## src/hw/rtl/ctt_pkg.sv

```systemverilog
// ----------------------------------------------------------------------------
// Turn table package
// Operation and status codes, the member entry held by each cell of the chain
// and the control group that steers a cell.
// ----------------------------------------------------------------------------
`default_nettype none

package ctt_pkg;

    localparam int IdWidth    = 16;
    localparam int ScoreWidth = 32;
    localparam int PosWidth   = 5;

    typedef enum logic [1:0] {
        OP_APPEND  = 2'd0,
        OP_REMOVE  = 2'd1,
        OP_ADVANCE = 2'd2,
        OP_WALK    = 2'd3
    } op_t;

    typedef enum logic [1:0] {
        ST_OK        = 2'd0,
        ST_EMPTY     = 2'd1,
        ST_NOT_FOUND = 2'd2,
        ST_FULL      = 2'd3
    } status_t;

    typedef struct packed {
        logic [IdWidth-1:0]           id;
        logic signed [ScoreWidth-1:0] score;
        logic                         turn;
    } entry_t;

    typedef struct packed {
        logic shift;
        logic take_head;
        logic load;
        logic set_turn;
    } cell_ctrl_t;

endpackage

`default_nettype wire

```

## src/hw/rtl/ctt_if.sv

```systemverilog
// ----------------------------------------------------------------------------
// Turn table channels
// Valid/ready channels for the request and for the result of the turn table.
// ----------------------------------------------------------------------------
`default_nettype none

interface ctt_req_if;
    logic               valid;
    logic               ready;
    logic [1:0]         op;
    logic [15:0]        member_id;
    logic signed [31:0] member_score;

    modport source (output valid, output op, output member_id, output member_score,
                    input ready);
    modport sink (input valid, input op, input member_id, input member_score,
                  output ready);
endinterface

interface ctt_rsp_if;
    logic               valid;
    logic               ready;
    logic [1:0]         status;
    logic [15:0]        out_id;
    logic signed [31:0] out_score;
    logic [4:0]         position;
    logic [4:0]         member_total;
    logic               last;

    modport source (output valid, output status, output out_id, output out_score,
                    output position, output member_total, output last, input ready);
    modport sink (input valid, input status, input out_id, input out_score,
                  input position, input member_total, input last, output ready);
endinterface

`default_nettype wire

```

## src/hw/rtl/ctt_cell.sv

```systemverilog
// ----------------------------------------------------------------------------
// Turn table cell
// One place of the member chain. It loads a new member, takes its
// neighbour's entry or the recirculated head when the chain rotates, and can
// be handed the turn mark.
// ----------------------------------------------------------------------------
`default_nettype none

module ctt_cell (
    input  wire logic              clk,
    input  wire ctt_pkg::cell_ctrl_t ctrl,
    input  wire ctt_pkg::entry_t   nb,
    input  wire ctt_pkg::entry_t   hd,
    input  wire ctt_pkg::entry_t   ld,
    output ctt_pkg::entry_t        q
);
    import ctt_pkg::*;

    entry_t entry_reg;
    entry_t entry_next;

    always_comb
    begin
        entry_next = entry_reg;
        priority if (ctrl.load)
        begin
            entry_next = ld;
        end
        else if (ctrl.shift)
        begin
            entry_next = ctrl.take_head ? hd : nb;
        end
        else if (ctrl.set_turn)
        begin
            entry_next.turn = 1'b1;
        end
        else
        begin
            entry_next = entry_reg;
        end
    end

    always_ff @(posedge clk)
    begin
        entry_reg <= entry_next;
    end

    assign q = entry_reg;

endmodule

`default_nettype wire

```

## src/hw/rtl/circular_turn_table.sv

```systemverilog
// ----------------------------------------------------------------------------
// Circular turn table
// Ordered ring of members with append, remove by id, turn advance and walk.
// ----------------------------------------------------------------------------
// The members sit in ring order in a chain of cells, the head in the first
// cell, and the member holding the turn carries a mark. Append and any
// request on an empty ring are answered straight from the idle state. Remove
// and advance rotate the whole ring once through the chain, one member per
// cycle, and then give their result from a finish state. Walk gives one
// result per member, one per cycle while the result side takes them. A new
// request is taken once the previous one is finished and its last result has
// left the output register.
`default_nettype none

module circular_turn_table #(
    parameter int DEPTH = 16
) (
    input  wire logic clk,
    input  wire logic rst_n,
    ctt_req_if.sink   req,
    ctt_rsp_if.source rsp
);
    import ctt_pkg::*;

    localparam int CW = $clog2(DEPTH + 1);

    typedef enum logic [2:0] {
        S_IDLE   = 3'b001,
        S_STEP   = 3'b010,
        S_FINISH = 3'b100
    } state_t;

    state_t state_reg, state_next;
    logic [CW-1:0] occ_reg, occ_next;
    logic [CW-1:0] live_reg, live_next;
    logic [CW-1:0] k_reg, k_next;
    logic pass_reg, pass_next;
    logic found_reg, found_next;
    op_t op_reg, op_next;
    logic [IdWidth-1:0] key_reg, key_next;
    logic [IdWidth-1:0] rpt_id_reg, rpt_id_next;
    logic signed [ScoreWidth-1:0] rpt_score_reg, rpt_score_next;

    logic rsp_valid_reg, rsp_valid_next;
    status_t rsp_status_reg, rsp_status_next;
    logic [IdWidth-1:0] rsp_id_reg, rsp_id_next;
    logic signed [ScoreWidth-1:0] rsp_score_reg, rsp_score_next;
    logic [PosWidth-1:0] rsp_pos_reg, rsp_pos_next;
    logic [PosWidth-1:0] rsp_total_reg, rsp_total_next;
    logic rsp_last_reg, rsp_last_next;

    entry_t cell_q [DEPTH];
    cell_ctrl_t cell_ctrl [DEPTH];
    entry_t h;
    entry_t hd;
    entry_t ld;
    logic drop;
    logic step_en;
    logic load_en;
    logic set_turn_en;
    logic step_last;
    op_t req_op;

    assign h         = cell_q[0];
    assign req_op    = op_t'(req.op);
    assign req.ready = (state_reg == S_IDLE) && !rsp_valid_reg;
    assign drop      = (op_reg == OP_REMOVE) && !found_reg && (h.id == key_reg);
    assign step_last = (k_reg == occ_reg - CW'(1));

    assign ld.id    = req.member_id;
    assign ld.score = req.member_score;
    assign ld.turn  = (occ_reg == '0);

    always_comb
    begin
        hd = h;
        unique case (op_reg)
            OP_REMOVE:  hd.turn = h.turn | pass_reg;
            OP_ADVANCE: hd.turn = pass_reg;
            default:    hd.turn = h.turn;
        endcase
    end

    genvar gi;
    generate
        for (gi = 0; gi < DEPTH; gi++)
        begin : g_cell
            entry_t nb;

            if (gi == DEPTH - 1)
            begin : g_end
                assign nb = hd;
            end
            else
            begin : g_mid
                assign nb = cell_q[gi+1];
            end

            assign cell_ctrl[gi].shift     = step_en;
            assign cell_ctrl[gi].take_head = step_en && !drop && (live_reg == CW'(gi + 1));
            assign cell_ctrl[gi].load      = load_en && (occ_reg == CW'(gi));
            assign cell_ctrl[gi].set_turn  = set_turn_en && (gi == 0);

            ctt_cell u_cell (
                .clk  (clk),
                .ctrl (cell_ctrl[gi]),
                .nb   (nb),
                .hd   (hd),
                .ld   (ld),
                .q    (cell_q[gi])
            );
        end
    endgenerate

    always_comb
    begin
        state_next      = state_reg;
        occ_next        = occ_reg;
        live_next       = live_reg;
        k_next          = k_reg;
        pass_next       = pass_reg;
        found_next      = found_reg;
        op_next         = op_reg;
        key_next        = key_reg;
        rpt_id_next     = rpt_id_reg;
        rpt_score_next  = rpt_score_reg;
        rsp_valid_next  = rsp_valid_reg && !rsp.ready;
        rsp_status_next = rsp_status_reg;
        rsp_id_next     = rsp_id_reg;
        rsp_score_next  = rsp_score_reg;
        rsp_pos_next    = rsp_pos_reg;
        rsp_total_next  = rsp_total_reg;
        rsp_last_next   = rsp_last_reg;
        step_en         = 1'b0;
        load_en         = 1'b0;
        set_turn_en     = 1'b0;

        unique case (state_reg)
            S_IDLE:
            begin
                if (req.valid && req.ready)
                begin
                    rsp_id_next    = '0;
                    rsp_score_next = '0;
                    rsp_pos_next   = '0;
                    rsp_last_next  = 1'b1;
                    if (req_op == OP_APPEND)
                    begin
                        rsp_valid_next = 1'b1;
                        if (occ_reg == CW'(DEPTH))
                        begin
                            rsp_status_next = ST_FULL;
                            rsp_total_next  = PosWidth'(occ_reg);
                        end
                        else
                        begin
                            load_en         = 1'b1;
                            occ_next        = occ_reg + CW'(1);
                            rsp_status_next = ST_OK;
                            rsp_total_next  = PosWidth'(occ_reg + CW'(1));
                        end
                    end
                    else if (occ_reg == '0)
                    begin
                        rsp_valid_next  = 1'b1;
                        rsp_status_next = ST_EMPTY;
                        rsp_total_next  = '0;
                    end
                    else
                    begin
                        op_next    = req_op;
                        key_next   = req.member_id;
                        live_next  = occ_reg;
                        k_next     = '0;
                        pass_next  = 1'b0;
                        found_next = 1'b0;
                        state_next = S_STEP;
                    end
                end
            end
            S_STEP:
            begin
                if (op_reg != OP_WALK || !rsp_valid_reg || rsp.ready)
                begin
                    step_en = 1'b1;
                    k_next  = k_reg + CW'(1);
                    if (drop)
                    begin
                        found_next = 1'b1;
                        live_next  = live_reg - CW'(1);
                        pass_next  = h.turn;
                    end
                    else
                    begin
                        pass_next = (op_reg == OP_ADVANCE) ? h.turn : 1'b0;
                    end
                    if (op_reg == OP_ADVANCE && pass_reg)
                    begin
                        rpt_id_next    = h.id;
                        rpt_score_next = h.score;
                    end
                    if (op_reg == OP_WALK)
                    begin
                        rsp_valid_next  = 1'b1;
                        rsp_status_next = ST_OK;
                        rsp_id_next     = h.id;
                        rsp_score_next  = h.score;
                        rsp_pos_next    = PosWidth'(k_reg + CW'(1));
                        rsp_total_next  = PosWidth'(occ_reg);
                        rsp_last_next   = step_last;
                    end
                    if (step_last)
                    begin
                        state_next = (op_reg == OP_WALK) ? S_IDLE : S_FINISH;
                    end
                end
            end
            S_FINISH:
            begin
                set_turn_en    = pass_reg;
                rsp_valid_next = 1'b1;
                rsp_pos_next   = '0;
                rsp_last_next  = 1'b1;
                if (op_reg == OP_REMOVE)
                begin
                    occ_next        = live_reg;
                    rsp_status_next = found_reg ? ST_OK : ST_NOT_FOUND;
                    rsp_id_next     = '0;
                    rsp_score_next  = '0;
                    rsp_total_next  = PosWidth'(live_reg);
                end
                else
                begin
                    rsp_status_next = ST_OK;
                    rsp_id_next     = pass_reg ? h.id : rpt_id_reg;
                    rsp_score_next  = pass_reg ? h.score : rpt_score_reg;
                    rsp_total_next  = PosWidth'(occ_reg);
                end
                state_next = S_IDLE;
            end
            default:
            begin
                state_next = S_IDLE;
            end
        endcase
    end

    always_ff @(posedge clk or negedge rst_n)
    begin
        if (!rst_n)
        begin
            state_reg     <= S_IDLE;
            occ_reg       <= '0;
            live_reg      <= '0;
            k_reg         <= '0;
            pass_reg      <= 1'b0;
            found_reg     <= 1'b0;
            rsp_valid_reg <= 1'b0;
        end
        else
        begin
            state_reg     <= state_next;
            occ_reg       <= occ_next;
            live_reg      <= live_next;
            k_reg         <= k_next;
            pass_reg      <= pass_next;
            found_reg     <= found_next;
            rsp_valid_reg <= rsp_valid_next;
        end
    end

    always_ff @(posedge clk)
    begin
        op_reg         <= op_next;
        key_reg        <= key_next;
        rpt_id_reg     <= rpt_id_next;
        rpt_score_reg  <= rpt_score_next;
        rsp_status_reg <= rsp_status_next;
        rsp_id_reg     <= rsp_id_next;
        rsp_score_reg  <= rsp_score_next;
        rsp_pos_reg    <= rsp_pos_next;
        rsp_total_reg  <= rsp_total_next;
        rsp_last_reg   <= rsp_last_next;
    end

    assign rsp.valid        = rsp_valid_reg;
    assign rsp.status       = rsp_status_reg;
    assign rsp.out_id       = rsp_id_reg;
    assign rsp.out_score    = rsp_score_reg;
    assign rsp.position     = rsp_pos_reg;
    assign rsp.member_total = rsp_total_reg;
    assign rsp.last         = rsp_last_reg;

`ifndef ASSERT_OFF
    a_occ_bound: assert property (@(posedge clk) disable iff (!rst_n)
        occ_reg <= CW'(DEPTH))
        else $error("member count beyond the ring depth");

    a_live_bound: assert property (@(posedge clk) disable iff (!rst_n)
        (state_reg == S_STEP) |-> (live_reg <= occ_reg) && (k_reg < occ_reg))
        else $error("rotation count out of step with the ring");

    a_finish_reply: assert property (@(posedge clk) disable iff (!rst_n)
        (state_reg == S_FINISH) |=> rsp_valid_reg && rsp_last_reg)
        else $error("finished request gave no final result");
`endif

endmodule

`default_nettype wire
```

## src/flat_wrapper.sv

```systemverilog
// flat-port wrapper written by rule: the top's interface ports become plain ports
module circular_turn_table_flat import ctt_pkg::*;
#(
    parameter int DEPTH = 16
)
  (clk, rst_n, req_valid, req_op, req_member_id, req_member_score, req_ready, rsp_valid, rsp_status, rsp_out_id, rsp_out_score, rsp_position, rsp_member_total, rsp_last, rsp_ready);
  ctt_req_if req_i ();
  ctt_rsp_if rsp_i ();
  input  wire logic clk;
  input  wire logic rst_n;
  input wire logic [$bits(req_i.valid)-1:0] req_valid;
  input wire logic [$bits(req_i.op)-1:0] req_op;
  input wire logic [$bits(req_i.member_id)-1:0] req_member_id;
  input wire logic [$bits(req_i.member_score)-1:0] req_member_score;
  output wire logic [$bits(req_i.ready)-1:0] req_ready;
  output wire logic [$bits(rsp_i.valid)-1:0] rsp_valid;
  output wire logic [$bits(rsp_i.status)-1:0] rsp_status;
  output wire logic [$bits(rsp_i.out_id)-1:0] rsp_out_id;
  output wire logic [$bits(rsp_i.out_score)-1:0] rsp_out_score;
  output wire logic [$bits(rsp_i.position)-1:0] rsp_position;
  output wire logic [$bits(rsp_i.member_total)-1:0] rsp_member_total;
  output wire logic [$bits(rsp_i.last)-1:0] rsp_last;
  input wire logic [$bits(rsp_i.ready)-1:0] rsp_ready;
  assign req_i.valid = req_valid;
  assign req_i.op = req_op;
  assign req_i.member_id = req_member_id;
  assign req_i.member_score = req_member_score;
  assign req_ready = req_i.ready;
  assign rsp_valid = rsp_i.valid;
  assign rsp_status = rsp_i.status;
  assign rsp_out_id = rsp_i.out_id;
  assign rsp_out_score = rsp_i.out_score;
  assign rsp_position = rsp_i.position;
  assign rsp_member_total = rsp_i.member_total;
  assign rsp_last = rsp_i.last;
  assign rsp_i.ready = rsp_ready;
  circular_turn_table #(.DEPTH(DEPTH)) u_core (.clk(clk), .rst_n(rst_n), .req(req_i), .rsp(rsp_i));
endmodule
```

## config.mk

```make
export PLATFORM = sky130hd
export DESIGN_NAME = circular_turn_table_flat
export DESIGN_NICKNAME = d
export VERILOG_FILES = /design/src/hw/rtl/ctt_pkg.sv /design/src/hw/rtl/ctt_if.sv /design/src/hw/rtl/ctt_cell.sv /design/src/hw/rtl/circular_turn_table.sv /design/src/flat_wrapper.sv
export SDC_FILE = /design/constraint.sdc
export NUM_CORES = 2
export LEC_CHECK = 0
export ABC_AREA = 1
export BUFFER_PORTS_ARGS = -buffer_cell sky130_fd_sc_hd__buf_4
export CORE_AREA = 2 2 367 369
export DETAILED_ROUTE_END_ITERATION = 16
export DIE_AREA = 0 0 369 371
export SETUP_SLACK_MARGIN = 0.2
export SLEW_MARGIN = 10
export SYNTH_ARGS = -nofsm -noshare
export SYNTH_HDL_FRONTEND = slang
export SYNTH_SLANG_ARGS = --single-unit
```

## constraint.sdc

```tcl
create_clock -name clk -period 6.6 [get_ports clk]
set_input_delay 0.66 -clock clk [delete_from_list [all_inputs] [get_ports clk]]
set_output_delay 0.66 -clock clk [all_outputs]
set_load 0.005 [all_outputs]
```

==> results.sh <==
export IMPL_ys_seq_area_frac=0.529
export IMPL_combPwrFrac=0.264
export IMPL_syn_to_final_growth_pct=9.44
export IMPL_drtIter0Drc=7169
export IMPL_relSlewSlack=0.176
export IMPL_wl_per_cell_um=25.1
export IMPL_fin_area_sq_um=57700
export IMPL_clockBufferDepth=3
export IMPL_fmax_ghz=0.223
export IMPL_largest_reg_flops=784
export IMPL_p_leak_nw=25.5
export IMPL_p_sw_mw=6.96
export IMPL_p_per_area_nw_per_um2=343
export IMPL_die_area_sq_um=137000
export IMPL_rows=134
export IMPL_switching_share=0.351
export IMPL_wl_met1_um=78400
export IMPL_drv_slew=0
export IMPL_ys_warn_count=0
export IMPL_tightestPinTransition_ns=1.24
export IMPL_grt_pass1_vias=44382
export IMPL_vias=47491
export IMPL_grt_pass1_wl_um=295000
export IMPL_drt_first_pass_iters=7
export IMPL_worstPathCellList="clkinv_1 -> nand2_1 -> nand2_1 -> nor2_1 -> nand2_1 -> nor2_1 -> nand3_4 -> buf_4 -> nand2_1 -> inv_1 -> nand2_2 -> nand2_1 -> inv_2 -> buf_4"
export IMPL_cts_tree="built"
export IMPL_io_buffers=116
export IMPL_setup_tns_ns=0
export IMPL_ant_nets=0
export IMPL_hold_viol=0
export IMPL_yosys_top_cells_count="nand2_1, edfxtp_1, inv_1"
export IMPL_clk_pin_slew_worst_paths_ns=0.06
export IMPL_fin_crit_sh=0.681
export IMPL_hp_class="primary input to flop"
export IMPL_p_clk_frac=0.300
export IMPL_worst_slack_ns=2.11
export IMPL_crit_buf_inv=5
export IMPL_cp_slowest_stage_delay_ns=0.61
export IMPL_ys_flop_type="edfxtp_1"
export IMPL_cap_violations=0
export IMPL_start_util=0.397
export IMPL_top_layer="met5"
export IMPL_wl_met2_um=90600
export IMPL_p_seq_frac=0.436
export IMPL_die_w_um=369
export IMPL_yosys_area_top_type="edfxtp_1"
export IMPL_core_area_sq_um=133000
export IMPL_ys_types=38
export IMPL_place_gp_congestion=0.874
export IMPL_crit_path_start_kind="flop"
export IMPL_fin_crit_ns=4.49
export IMPL_cts_sinks=932
export IMPL_synth_cells=6446
export IMPL_grt_max_degree=212
export IMPL_pin_count=117
export IMPL_placed_cell_area_sq_um=54300
export IMPL_whs_ns=0.124
export IMPL_syn_area_sq_um=52700
export IMPL_end_kind="flop"
export IMPL_crit_required_ns=6.97
export IMPL_p_int_mw=12.8
export IMPL_grt_antenna_before_repair=6
export IMPL_vdd_drop_max_uv=217
export IMPL_synth_area_leaders="edfxtp_1, nand2_1, nand4_1"
export IMPL_crit_type="flop to flop"
export IMPL_synth_edf_count=911
export IMPL_post_drt_via_cell_ratio=5.92
export IMPL_wl_um=201000
export IMPL_drive_gt1_frac=0.0781
export IMPL_setup_violations=0
export IMPL_grt_use_total=0.285
export IMPL_drc_errors=0
export IMPL_ys_async_sr_fraction=0.0225
export IMPL_cp_slowest_cell="nand3_4"
export IMPL_status="finished clean"
export IMPL_clock_latency_ns=0.75
export IMPL_cts_buffers=103
export IMPL_h_tree_depth=3
export IMPL_clock_skew_ns=0.0418
export IMPL_synth_top_cell_area_share=0.519
export IMPL_dr_wl_met3_um=22800
export IMPL_dpl_worst_slack_ns=2.15
export IMPL_rsz0062_at_grt="no"
export IMPL_dieHeight_um=371
export IMPL_ys_ff_latch=932
export IMPL_place_hpwl_um=106000
export IMPL_grt_overflow=0
export IMPL_cpMostUsedCell="nand2_1"
export IMPL_syn_area_per_cell_sq_um=8.18
export IMPL_synth_most_common_cell="nand2_1"
export IMPL_cp_max_fo=50
export IMPL_ctsResizeCount=0
export IMPL_fin_nets=6227
export IMPL_worstPathArrival_ns=4.86
export IMPL_root_buffer="clkbuf_16"
export IMPL_cp_top_family="buffers and inverters"
export IMPL_syn_num_nets=6515
[cells by family (layout without fill, tap and decap cells)]
family                     after synthesis  in the layout  synth area share
xor gates and xnor gates                15             15           0.00249
other                                    0              3                 0
and+or+nand+nor                       3835           3835             0.327
DFF                                    932            932             0.529
buffers and inverters                 1443           1244             0.112
adders and majority gates               15             15           0.00356
muxes                                   47             47           0.00892
AOI/OAI and AO/OA                      159            159            0.0170
[power by group through the flow]
stage / registers [mW] / clock network [mW] / logic, mW
global placement: 8.71 / 0 / 5.02
global route: 8.71 / 6.20 / 5.59
detailed placement: 8.73 / 0 / 5.08
floorplan: 8.67 / 0 / 3.06
finish: 8.62 / 5.95 / 5.23
CTS: 8.62 / 5.99 / 5.10
[metrics by stage]
stage | instances | total power [mW] | util
after detailed placement | 7820 | 13.8 | 0.409
after global placement | 7820 | 13.7 | 0.409
after floorplan | 6446 | 11.7 | -
after CTS | 8015 | 19.7 | 0.434
final | 8018 | 19.8 | 0.434
after global routing | 8016 | 20.5 | 0.434
[cell type report]
cell class / instances / area (sq um)
fill: 13079 / 75100
sequential: 932 / 27900
multi-input combinational: 4071 / 19300
inverter: 815 / 3070
clock buffer: 127 / 2760
tap: 1768 / 2210
timing repair buffer: 235 / 1870
clock inverter: 67 / 626
antenna: 3 / 7.51
[worst paths after layout]
kind	from	endpoint	slack, ns	cells past startpoint
setup / recovery	u_core.g_cell[0].u_cell.q[36]	u_core.g_cell[0].u_cell.q[17]	2.11	14
hold / removal	req_op[0]	u_core.op_reg[0]	0.12	1
setup reg to reg	u_core.g_cell[0].u_cell.q[36]	u_core.g_cell[0].u_cell.q[17]	2.11	14
hold reg to reg	u_core.g_cell[0].u_cell.q[8]	u_core.rpt_score_reg[7]	0.48	0
max in group asynchronous	rst_n	u_core.state_reg[0]	5.92	2
min in group asynchronous	rst_n	u_core.k_reg[4]	0.38	2
[routing by layer]
metal	track usage	up-vias
met5	0	-
met4	0.135	6
met3	0.0514	601
met2	0.446	3192
met1	0.383	22840
li1	-	20852
[cells in the final DEF (no fill, tap or decap), types with 3 or more instances in the layout]
cell          n
buf_12        8
nor3_1        3
nand2_1    2290
clkbuf_1     16
a21oi_1      11
inv_1       784
ha_1         15
nand4_1     683
xor2_1        8
nand2_4       5
nand3_4      12
clkinv_2     21
clkbuf_16   104
nand2_2      13
diode_2       3
buf_4       226
xnor2_1       7
o22ai_1      49
clkinv_1     34
nand3_2      18
bufinv_16    10
clkbuf_8      7
nor2_4       20
mux2i_1      47
o21ai_1       7
clkinv_8      3
o21ai_0      80
edfxtp_1    911
nor2_1       49
o221ai_1      5
dfrtp_1      19
nand3_1     734
inv_2        22
[repair_timing]
item,in CTS,in global routing
hold endpoints to repair,20,0
hold buffers,1,0
buffers inserted,0,0
No activity file was read; power rests on OpenSTA's default activity.
